==> src/sv/lcg_random_with_categorical_pick_assert.svh <==
// assertion macros for the lcg random block
`ifndef LCG_RANDOM_WITH_CATEGORICAL_PICK_ASSERT_SVH
`define LCG_RANDOM_WITH_CATEGORICAL_PICK_ASSERT_SVH

`ifndef SYNTHESIS
`define ASSERT_IMPLY(label, clk, rst_n, ante, cons, msg) \
	label: assert property (@(posedge clk) disable iff (!rst_n) (ante) |-> (cons)) \
		else $error(msg);
`define ASSERT_NEXT(label, clk, rst_n, ante, cons, msg) \
	label: assert property (@(posedge clk) disable iff (!rst_n) (ante) |=> (cons)) \
		else $error(msg);
`else
`define ASSERT_IMPLY(label, clk, rst_n, ante, cons, msg)
`define ASSERT_NEXT(label, clk, rst_n, ante, cons, msg)
`endif

`endif

==> src/sv/lcgp_pkg.sv <==
package lcgp_pkg;

	localparam int MAX_CHOICES  = 256;
	localparam int CNT_W        = $clog2(MAX_CHOICES);
	localparam int WARMUP_STEPS = 20;
	localparam int WARM_W       = $clog2(WARMUP_STEPS);

	localparam logic [63:0] MULT_RESET = 64'd6364136223846793005;
	localparam logic [63:0] INCR_RESET = 64'd1442695040888963407;
	localparam logic [24:0] SUM_MAX    = 25'h1FFFFFF;

	typedef enum logic [1:0] {
		KIND_SEED   = 2'd0,
		KIND_WORD   = 2'd1,
		KIND_FRAC   = 2'd2,
		KIND_WEIGHT = 2'd3
	} kind_t;

	localparam logic [1:0] RES_WORD  = 2'd0;
	localparam logic [1:0] RES_FRAC  = 2'd1;
	localparam logic [1:0] RES_INDEX = 2'd2;

	localparam logic REG_MULT = 1'b0;
	localparam logic REG_INCR = 1'b1;

	typedef enum logic [1:0] {
		PH_LL  = 2'd0,
		PH_HL  = 2'd1,
		PH_LH  = 2'd2,
		PH_FIN = 2'd3
	} mul_ph_t;

	typedef enum logic [2:0] {
		ST_IDLE,
		ST_PH0,
		ST_PH1,
		ST_PH2,
		ST_PH3,
		ST_PICK,
		ST_EMIT
	} state_t;

	typedef struct packed {
		logic    item_load;
		logic    step_en;
		mul_ph_t phase;
		logic    pick_en;
		logic    out_load;
	} dp_cmd_t;

	typedef struct packed {
		kind_t kind;
		logic  hit;
		logic  out_free;
	} dp_sts_t;

endpackage

==> src/sv/lcgp_ctrl.sv <==
module lcgp_ctrl
	import lcgp_pkg::*;
(
	input  logic    clk,
	input  logic    arst_n,
	input  logic    in_valid,
	input  kind_t   in_kind,
	input  logic    in_first,
	input  dp_sts_t sts,
	output dp_cmd_t cmd,
	output logic    busy
);

	state_t state_q, state_nx;
	logic [WARM_W-1:0] warm_q;
	logic accept;

	assign accept = (state_q == ST_IDLE) && in_valid;

	always_comb begin
		state_nx = state_q;
		case (state_q)
			ST_IDLE: begin
				if (in_valid) begin
					if (in_kind == KIND_WEIGHT && !in_first)
						state_nx = ST_PICK;
					else
						state_nx = ST_PH0;
				end
			end
			ST_PH0: state_nx = ST_PH1;
			ST_PH1: state_nx = ST_PH2;
			ST_PH2: state_nx = ST_PH3;
			ST_PH3: begin
				case (sts.kind)
					KIND_SEED:   state_nx = (warm_q == '0) ? ST_IDLE : ST_PH0;
					KIND_WEIGHT: state_nx = ST_PICK;
					default:     state_nx = ST_EMIT;
				endcase
			end
			ST_PICK: state_nx = sts.hit ? ST_EMIT : ST_IDLE;
			ST_EMIT: state_nx = sts.out_free ? ST_IDLE : ST_EMIT;
			default: state_nx = ST_IDLE;
		endcase
	end

	always_comb begin
		cmd.item_load = accept;
		cmd.step_en   = 1'b0;
		cmd.phase     = PH_LL;
		cmd.pick_en   = 1'b0;
		cmd.out_load  = 1'b0;
		busy          = (state_q != ST_IDLE);
		case (state_q)
			ST_PH0: begin
				cmd.step_en = 1'b1;
				cmd.phase   = PH_LL;
			end
			ST_PH1: begin
				cmd.step_en = 1'b1;
				cmd.phase   = PH_HL;
			end
			ST_PH2: begin
				cmd.step_en = 1'b1;
				cmd.phase   = PH_LH;
			end
			ST_PH3: begin
				cmd.step_en = 1'b1;
				cmd.phase   = PH_FIN;
			end
			ST_PICK: cmd.pick_en  = 1'b1;
			ST_EMIT: cmd.out_load = sts.out_free;
			default: ;
		endcase
	end

	always_ff @(posedge clk or negedge arst_n) begin
		if (!arst_n) begin
			state_q <= ST_IDLE;
			warm_q  <= '0;
		end else begin
			state_q <= state_nx;
			if (accept)
				warm_q <= WARM_W'(WARMUP_STEPS - 1);
			else if (state_q == ST_PH3 && sts.kind == KIND_SEED && warm_q != '0)
				warm_q <= warm_q - 1'b1;
		end
	end

endmodule

==> src/sv/lcgp_dp.sv <==
module lcgp_dp
	import lcgp_pkg::*;
(
	input  logic        clk,
	input  logic        arst_n,
	input  dp_cmd_t     cmd,
	output dp_sts_t     sts,
	input  logic        cfg_we,
	input  logic        cfg_index,
	input  logic [63:0] cfg_data,
	input  logic [1:0]  kind,
	input  logic [63:0] seed_value,
	input  logic [24:0] weight,
	input  logic        first_weight,
	input  logic        last_weight,
	output logic        out_valid,
	input  logic        out_stall,
	output logic [1:0]  result_kind,
	output logic [31:0] value
);

	logic [63:0] mult_q, incr_q;
	logic [63:0] state_q;
	logic [63:0] prod_q, acc_q;
	logic [31:0] mul_a, mul_b;
	logic [63:0] product;

	kind_t       kind_q;
	logic [24:0] w_q;
	logic        first_q, last_q;

	logic [23:0]      thr_q;
	logic [24:0]      sum_q;
	logic [CNT_W-1:0] cnt_q;
	logic             found_q;
	logic [CNT_W-1:0] idx_q;

	logic [24:0]      base_sum;
	logic [CNT_W-1:0] base_cnt;
	logic             base_found;
	logic [23:0]      thr_eff;
	logic [25:0]      sum_raw;
	logic [24:0]      sum_sat;
	logic             hit;

	logic        out_valid_q;
	logic [1:0]  res_kind_q;
	logic [31:0] value_q;
	logic [1:0]  emit_kind;
	logic [31:0] emit_value;

	// config registers
	always_ff @(posedge clk or negedge arst_n) begin
		if (!arst_n) begin
			mult_q <= MULT_RESET;
			incr_q <= INCR_RESET;
		end else if (cfg_we) begin
			if (cfg_index == REG_MULT)
				mult_q <= cfg_data;
			else
				incr_q <= cfg_data;
		end
	end

	// word latch
	always_ff @(posedge clk) begin
		if (cmd.item_load) begin
			kind_q  <= kind_t'(kind);
			w_q     <= weight;
			first_q <= first_weight;
			last_q  <= last_weight;
		end
	end

	// shared 32x32 multiplier, low 64 bits of state*mult+incr built over four phases
	always_comb begin
		case (cmd.phase)
			PH_HL: begin
				mul_a = state_q[63:32];
				mul_b = mult_q[31:0];
			end
			PH_LH: begin
				mul_a = state_q[31:0];
				mul_b = mult_q[63:32];
			end
			default: begin
				mul_a = state_q[31:0];
				mul_b = mult_q[31:0];
			end
		endcase
	end

	assign product = {32'd0, mul_a} * {32'd0, mul_b};

	always_ff @(posedge clk or negedge arst_n) begin
		if (!arst_n) begin
			state_q <= '0;
		end else if (cmd.item_load && kind_t'(kind) == KIND_SEED) begin
			state_q <= seed_value;
		end else if (cmd.step_en && cmd.phase == PH_FIN) begin
			state_q <= {acc_q[63:32] + prod_q[31:0], acc_q[31:0]};
		end
	end

	always_ff @(posedge clk) begin
		if (cmd.step_en) begin
			prod_q <= product;
			case (cmd.phase)
				PH_HL:   acc_q <= prod_q + incr_q;
				PH_LH:   acc_q[63:32] <= acc_q[63:32] + prod_q[31:0];
				default: ;
			endcase
		end
	end

	// categorical pick
	assign base_sum   = first_q ? '0 : sum_q;
	assign base_cnt   = first_q ? '0 : cnt_q;
	assign base_found = first_q ? 1'b0 : found_q;
	assign thr_eff    = first_q ? state_q[63:40] : thr_q;
	assign sum_raw    = {1'b0, base_sum} + {1'b0, w_q};
	assign sum_sat    = sum_raw[25] ? SUM_MAX : sum_raw[24:0];
	assign hit        = !base_found && ((sum_sat >= {1'b0, thr_eff}) || last_q);

	always_ff @(posedge clk or negedge arst_n) begin
		if (!arst_n) begin
			thr_q   <= '0;
			sum_q   <= '0;
			cnt_q   <= '0;
			found_q <= 1'b0;
		end else if (cmd.pick_en) begin
			thr_q   <= thr_eff;
			sum_q   <= sum_sat;
			found_q <= base_found | hit;
			if (base_cnt != CNT_W'(MAX_CHOICES - 1))
				cnt_q <= base_cnt + 1'b1;
			else
				cnt_q <= base_cnt;
		end
	end

	always_ff @(posedge clk) begin
		if (cmd.pick_en)
			idx_q <= base_cnt;
	end

	// output register
	always_comb begin
		case (kind_q)
			KIND_WORD: begin
				emit_kind  = RES_WORD;
				emit_value = state_q[63:32];
			end
			KIND_FRAC: begin
				emit_kind  = RES_FRAC;
				emit_value = {8'd0, state_q[63:40]};
			end
			default: begin
				emit_kind  = RES_INDEX;
				emit_value = 32'(idx_q);
			end
		endcase
	end

	always_ff @(posedge clk or negedge arst_n) begin
		if (!arst_n) begin
			out_valid_q <= 1'b0;
		end else if (cmd.out_load) begin
			out_valid_q <= 1'b1;
		end else if (!out_stall) begin
			out_valid_q <= 1'b0;
		end
	end

	always_ff @(posedge clk) begin
		if (cmd.out_load) begin
			res_kind_q <= emit_kind;
			value_q    <= emit_value;
		end
	end

	assign out_valid    = out_valid_q;
	assign result_kind  = res_kind_q;
	assign value        = value_q;
	assign sts.kind     = kind_q;
	assign sts.hit      = hit;
	assign sts.out_free = !out_valid_q || !out_stall;

endmodule

==> src/sv/lcg_random_with_categorical_pick.sv <==
// channel  dir  handshake             fields
// in       in   in_valid / in_stall   kind, seed_value, weight, first_weight, last_weight
// out      out  out_valid / out_stall result_kind, value
// cfg      in   cfg_we                cfg_index, cfg_data
//
// one generator step runs through states ST_PH0 to ST_PH3 on a single shared 32x32 multiplier
// word/fraction draw: one generator step, then the result is emitted; seed: 20 generator steps
// weight: a pick, after a generator step when it has the first mark, then an output state when an index is given
// the output register holds a word while out_stall is high; the block waits only to load it
// asynchronous active-low reset restores the default multiplier and increment
`include "lcg_random_with_categorical_pick_assert.svh"

module lcg_random_with_categorical_pick
	import lcgp_pkg::*;
(
	input  logic        clk,
	input  logic        arst_n,
	input  logic        cfg_we,
	input  logic        cfg_index,
	input  logic [63:0] cfg_data,
	input  logic        in_valid,
	output logic        in_stall,
	input  logic [1:0]  kind,
	input  logic [63:0] seed_value,
	input  logic [24:0] weight,
	input  logic        first_weight,
	input  logic        last_weight,
	output logic        out_valid,
	input  logic        out_stall,
	output logic [1:0]  result_kind,
	output logic [31:0] value
);

	dp_cmd_t cmd;
	dp_sts_t sts;
	logic    busy;

	lcgp_ctrl u_ctrl (
		.clk      (clk),
		.arst_n   (arst_n),
		.in_valid (in_valid),
		.in_kind  (kind_t'(kind)),
		.in_first (first_weight),
		.sts      (sts),
		.cmd      (cmd),
		.busy     (busy)
	);

	lcgp_dp u_dp (
		.clk          (clk),
		.arst_n       (arst_n),
		.cmd          (cmd),
		.sts          (sts),
		.cfg_we       (cfg_we),
		.cfg_index    (cfg_index),
		.cfg_data     (cfg_data),
		.kind         (kind),
		.seed_value   (seed_value),
		.weight       (weight),
		.first_weight (first_weight),
		.last_weight  (last_weight),
		.out_valid    (out_valid),
		.out_stall    (out_stall),
		.result_kind  (result_kind),
		.value        (value)
	);

	assign in_stall = busy;

	`ASSERT_NEXT(a_seed_busy, clk, arst_n, in_valid && !in_stall && kind == KIND_SEED, in_stall, "seed not in progress")
	`ASSERT_IMPLY(a_out_from_emit, clk, arst_n, $rose(out_valid), $past(in_stall), "result without work")
	`ASSERT_IMPLY(a_frac_range, clk, arst_n, out_valid && result_kind == RES_FRAC, value[31:24] == 8'd0, "fraction out of range")

endmodule

==> config.mk <==
export PLATFORM = sky130hd
export DESIGN_NAME = lcg_random_with_categorical_pick
export DESIGN_NICKNAME = d
export VERILOG_FILES = /design/src/sv/lcgp_pkg.sv /design/src/sv/lcgp_ctrl.sv /design/src/sv/lcgp_dp.sv /design/src/sv/lcg_random_with_categorical_pick.sv
export VERILOG_INCLUDE_DIRS = /design/src /design/src/sv
export SDC_FILE = /design/constraint.sdc
export NUM_CORES = 2
export LEC_CHECK = 0
export BUFFER_PORTS_ARGS = -buffer_cell sky130_fd_sc_hd__buf_2
export CORE_ASPECT_RATIO = 0.5
export CORE_MARGIN = 4
export CORE_UTILIZATION = 55
export DETAILED_ROUTE_END_ITERATION = 6
export PLACE_DENSITY = 0.77
export SYNTH_ARGS = -nofsm -noshare
export SYNTH_HDL_FRONTEND = slang
export SYNTH_HIERARCHICAL = 1
export SYNTH_SLANG_ARGS = --single-unit
export TNS_END_PERCENT = 20
==> constraint.sdc <==
create_clock -name clk -period 14.9 [get_ports clk]
set_clock_uncertainty 0.15 [all_clocks]
set_input_delay 2.98 -clock clk [delete_from_list [all_inputs] [get_ports clk]]
set_output_delay 2.98 -clock clk [all_outputs]
set_load 0.05 [all_outputs]
==> Yosys cells after proc, flatten, opt, wreduce, memory -nomap -nowiden <==
Cells that the tools add are included.
{ "totals": {"wordCells": 98, "reg_bits": 458, "inputBits": 163} }
{ "op_classes": {"eq_ne": 16, "bitwise": 2, "order_cmp": 1, "muxes": 27, "mul": 1, "addsub": 5, "reduce_logical": 26} }
{ "op_table": {"columns": ["op", "count"], "rows": [
  ["$mux W64", 2],
  ["$pmux W32 S2", 2],
  ["$add A64 B64 Y64", 1],
  ["$mul A32 B32 Y64", 1],
  ["$mux W32", 2],
  ["$mux W25", 2],
  ["$add A32 B32 Y32", 1],
  ["$add A25 B25 Y26", 1],
  ["$ge A25 B24 Y1", 1],
  ["$mux W24", 1],
  ["$pmux W3 S7", 1],
  ["$mux W8", 2],
  ["$mux W3", 4],
  ["$pmux W3 S4", 1],
  ["$eq A2 B2 Y1 const B", 5],
  ["$mux W5", 2],
  ["$eq A3 B3 Y1 const B", 3],
  ["$add A8 B1 Y8 const B", 1],
  ["$ne A8 B8 Y1 const B", 1],
  ["$reduce_and A2 Y1", 4],
  ["$logic_and A1 B1 Y1", 7],
  ["$eq A3 B2 Y1 const B", 2],
  ["$mux W1", 6],
  ["$pmux W3 S2", 1],
  ["16 further kinds", 24]
]} }

==> Longest topological paths before layout <==
{ "logic_depth": {"ltp_word": 8, "depth_mapped": 40} }

==> By module <==
The synthesis kept the hierarchy.
{ "modules_own_cells": {"columns": ["module", "cells_per_inst", "area_each_um2", "n_inst"], "rows": [
  ["lcgp_dp", 5919, 57046.0, 1],
  ["lcgp_ctrl", 69, 608.1, 1]
]} }

==> Worst setup path after synthesis <==
Ideal clock, no wire load.
{ "synth_path": {"path_kind": "register to register", "start": "register u_ctrl.state_q[1]", "end": "register u_dp.prod_q[63], data pin", "stages_incl_launch_ff": 34, "setup_slack_ps": 5199, "required_ps": 14490, "arrival_ps": 9291, "setup_time_ps": 260, "path_buffers": 4, "path_cell_list": "dfrtp_1 -> buf_1 -> nor2_1 -> nand2_1 -> o21ai_0 -> inv_1 -> ha_1 -> clkbuf_1 -> clkbuf_1 -> mux2i_1 -> clkbuf_1 -> nor2_1 -> fa_1 -> fa_1 -> fa_1 -> inv_1 -> fa_1 -> inv_1 -> fa_1 -> inv_1 -> fa_1 -> inv_1 -> fa_1 -> fa_1 -> ha_1 -> nand2_1 -> or3_1 -> or4_4 -> a2111oi_4 -> o21ai_2 -> nand2_2 -> a31oi_4 -> o31ai_2 -> xnor2_1"} }
{ "synth_rtl": {"columns": ["element", "line", "rtl"], "rows": [
  ["start: declaration", "lcgp_ctrl.sv:14", "state_t state_q, state_nx;"],
  ["start signal: assignment", "lcgp_ctrl.sv:82", "state_q <= state_nx;"],
  ["end signal: assignment", "lcgp_dp.sv:107", "prod_q <= product;"],
  ["end: declaration", "lcgp_dp.sv:24", "logic [63:0] prod_q, acc_q;"]
]} }

==> run_results.csv <==
group,metric,value,unit
die,rows,83,
sta,tns,0,ns
yosys,syn-num-nets,7467,
yosys,yosys_most_used_dff,"edfxtp_1",
clock_network,clock_sinks,458,
route,finalWirelength,196,mm
die,die_area,0.110,mm2
route,dr.pass1.iters,7,
route,via_per_inst,6.14,
route,avgRoutedWirePerCell,26.1,um
setup_path,cp-start-kind,"register",
yosys,ys_seq_area_share,21.8,%
setup_path,worstSetupPathType,"register to register",
cells_and_area,seq_area,0.0125,mm2
sta,fin_crit_sh,77.4,%
clock_network,clkLatencyLatePin,0.64,ns
setup_path,crit_buf_inv,6,
sta,fmax,86.7,MHz
yosys,synthArstFlopShare,56.6,%
clock_network,path_clk_slew,0.07,ns
setup_path,slowest_stage,"mux2i_2",
clock_network,cts_buffer_depth,3,
worst_hold_path,hold_path.class,"register to register",
route,postRouteAntennaNets,0,
clock_network,ctsHtreeMaxLevel,2,
grt,grt_pass1_vias,47600,
yosys,yosysWarnings,6,
clock_network,numCtsBuffers,49,
outcome,status,"finished, violations left",
grt,track_usage,35.7,%
die,die-width,466,um
sta,slew_headroom,1.25,%
cells_and_area,multi_input_area,0.0407,mm2
clock_network,hold_buffers,0,
die,initial_core_util,55.8,%
setup_path,path_common_cell,"fa_1",
yosys,synth_top_area_share,31.2,%
yosys,synth.area.top_cells,"fa_1 (31%), edfxtp_1 (10%), ha_1 (9.0%)",
sta,final-hold-violation-count,0,
clock_network,cts_tree,"yes",
route,drc_errors,0,
grt,antenna_found_initial,5,
setup_path,crit_required,15.09,ns
outcome,violations,"capacitance limit",
cells_and_area,nets,7525,
sta,tightest_slew,1.44,ns
setup_path,critical_path_arrival,11.72,ns
grt,grt_max_degree,151,
setup_path,r2r_slack,3.36,ns
sta,setup-violations-final,0,
grt,grt_pass1_wl,295,mm
die,core,0.103,mm2
yosys,synth-edff-count,199,
setup_path,critPathCaptureType,"register",
sta,rsz0062_at_grt,"false",
sta,slew_viol_final,0,
setup_path,cp_top_family,"adder cells",
setup_path,cp_max_fo,35,
clock_network,cts_resized,0,
placed_design,dpl.hpwl,153,mm
run,max_cap_viol_count,1,
setup_path,cp_slowest_stage_delay,1.20,ns
yosys,syn_area_per_cell,9.63,um2
cells_and_area,nFillCells,8584,
die,die_y,237,um
cells_and_area,layout_common_cells,"inv_1 (956), fa_1 (899), nand2_1 (700)",
yosys,syn_area,0.0577,mm2
clock_network,cts_root_buf,"clkbuf_16",
die,ios,199,
placed_design,gp_congestion,1.03,
clock_network,postCtsSetupBuffers,0,
yosys,yosysTopAreaCell,"fa_1",
yosys,yosysUniqueCellTypes,82,
yosys,ys_ff_latch,458,
cells_and_area,syn2layout_area_growth,7.57,%
cells_and_area,drive_gt1_share,12.0,%
sta,post-route-min-period,11.54,ns
route,dr.first_iter.drc_count,5180,
grt,grt_overflow_total,0,
yosys,syn_inst,5988,
cells_and_area,final_common_cell,"inv_1",
route,routed-via-count,46000,
placed_design,port_buffers,198,
## cell usage after synthesis, types with 36 or more instances
| cell | instances |
|---|---|
| nand3_1 | 36 |
| xnor2_1 | 111 |
| clkbuf_1 | 243 |
| mux2_2 | 219 |
| dfstp_2 | 68 |
| a21o_1 | 88 |
| a31oi_1 | 41 |
| edfxtp_1 | 199 |
| inv_1 | 956 |
| xor2_1 | 66 |
| dfrtp_1 | 191 |
| ha_1 | 417 |
| o21ai_0 | 198 |
| nor2_1 | 694 |
| nand4_1 | 45 |
| nand2_1 | 702 |
| fa_1 | 899 |
| nor2b_1 | 55 |
| a21oi_1 | 232 |
| mux2i_1 | 142 |
## worst paths after layout
check                             startpoint                to  cells after the start
max                        u_ctrl/state_q[1]   u_dp/prod_q[52]                     31
min                            u_dp/cnt_q[0]     u_dp/cnt_q[0]                      2
max reg2reg                u_ctrl/state_q[1]   u_dp/prod_q[52]                     31
min reg2reg                    u_dp/cnt_q[0]     u_dp/cnt_q[0]                      2
max in group asynchronous             arst_n  u_dp/state_q[53]                      2
min in group asynchronous             arst_n   u_dp/mult_q[24]                      1
## through the flow
step / instance area (um2) / hold slack [ns] / util, % / setup WS, ns / std cells
after floorplan: 57700 / 0.292 / - / 5.20 / 5988
after global placement: 60300 / 0.308 / 58.3 / 3.89 / 7397
after detailed placement: 60300 / 0.318 / 58.3 / 3.65 / 7397
after CTS: 62000 / 0.334 / 60.0 / 3.59 / 7489
after global routing: 62000 / 0.371 / 60.0 / 2.99 / 7489
final: 62000 / 0.334 / 60.0 / 3.36 / 7494
## per-layer routing
| layer | up-vias | share of wire (%) | global-route usage, % |
|---|---|---|---|
| li1 | 19300 | - | - |
| met3 | 591 | 13 | 12.0 |
| met1 | 23200 | 38 | 47.8 |
| met2 | 2869 | 42 | 52.0 |
| met4 | 4 | 6.0 | 17.7 |
| met5 | - | 0.010 | 0 |
## flip-flops by register name, summed over array words and instances, names as in the netlist
signal,flops
u_dp/sum_q,25
u_ctrl/state_q,3
u_dp/thr_q,24
u_ctrl/warm_q,5
u_dp/mult_q,64
u_dp/cnt_q,8
u_dp/found_q,1
u_dp/result_kind,2
u_dp/prod_q,64
u_dp/out_valid,1
u_dp/kind_q,2
u_dp/value,32
u_dp/incr_q,64
u_dp/state_q,64
u_dp/w_q,25
u_dp/last_q,1
u_dp/idx_q,8
u_dp/first_q,1
u_dp/acc_q,64
## worst reg2reg max path, delay by kind of cell (launching register included)
kind,cells,cell delay (ns)
adder cells (fa/ha/maj),10,4.57
AO/OA/AOI/OAI,9,2.92
multiplexers,1,1.28
buffers and inverters,6,0.95
flip-flops,1,0.63
AND/OR/NAND/NOR,4,0.63
XOR/XNOR,1,0.10
## cell families (layout without fill, tap and decap cells)
family                   Yosys count  count (layout)  share of synthesized area (%)
AO/OA/AOI/OAI                    778             778                           8.49
XOR/XNOR                         177             177                           2.69
adder cells (fa/ha/maj)         1316            1316                           40.3
buffers and inverters           1235            1334                           8.08
flip-flops                       458             458                           21.8
multiplexers                     361             361                           6.74
other                              0               5                              0
AND/OR/NAND/NOR                 1663            1663                           12.0
## area by class of cell
cell class,instances,share of cell area (%)
diodes,5,0.0202
clock buffers,65,2.31
clock inverters,27,0.458
inverters,956,5.79
multi-input cells,4295,65.7
flip-flops and latches,458,20.2
well taps,1402,2.83
repair buffers,286,2.70
Power is left out: the tool's default activity adds up to more than one toggle a clock period on the data nets, which glitch-free logic cannot reach.
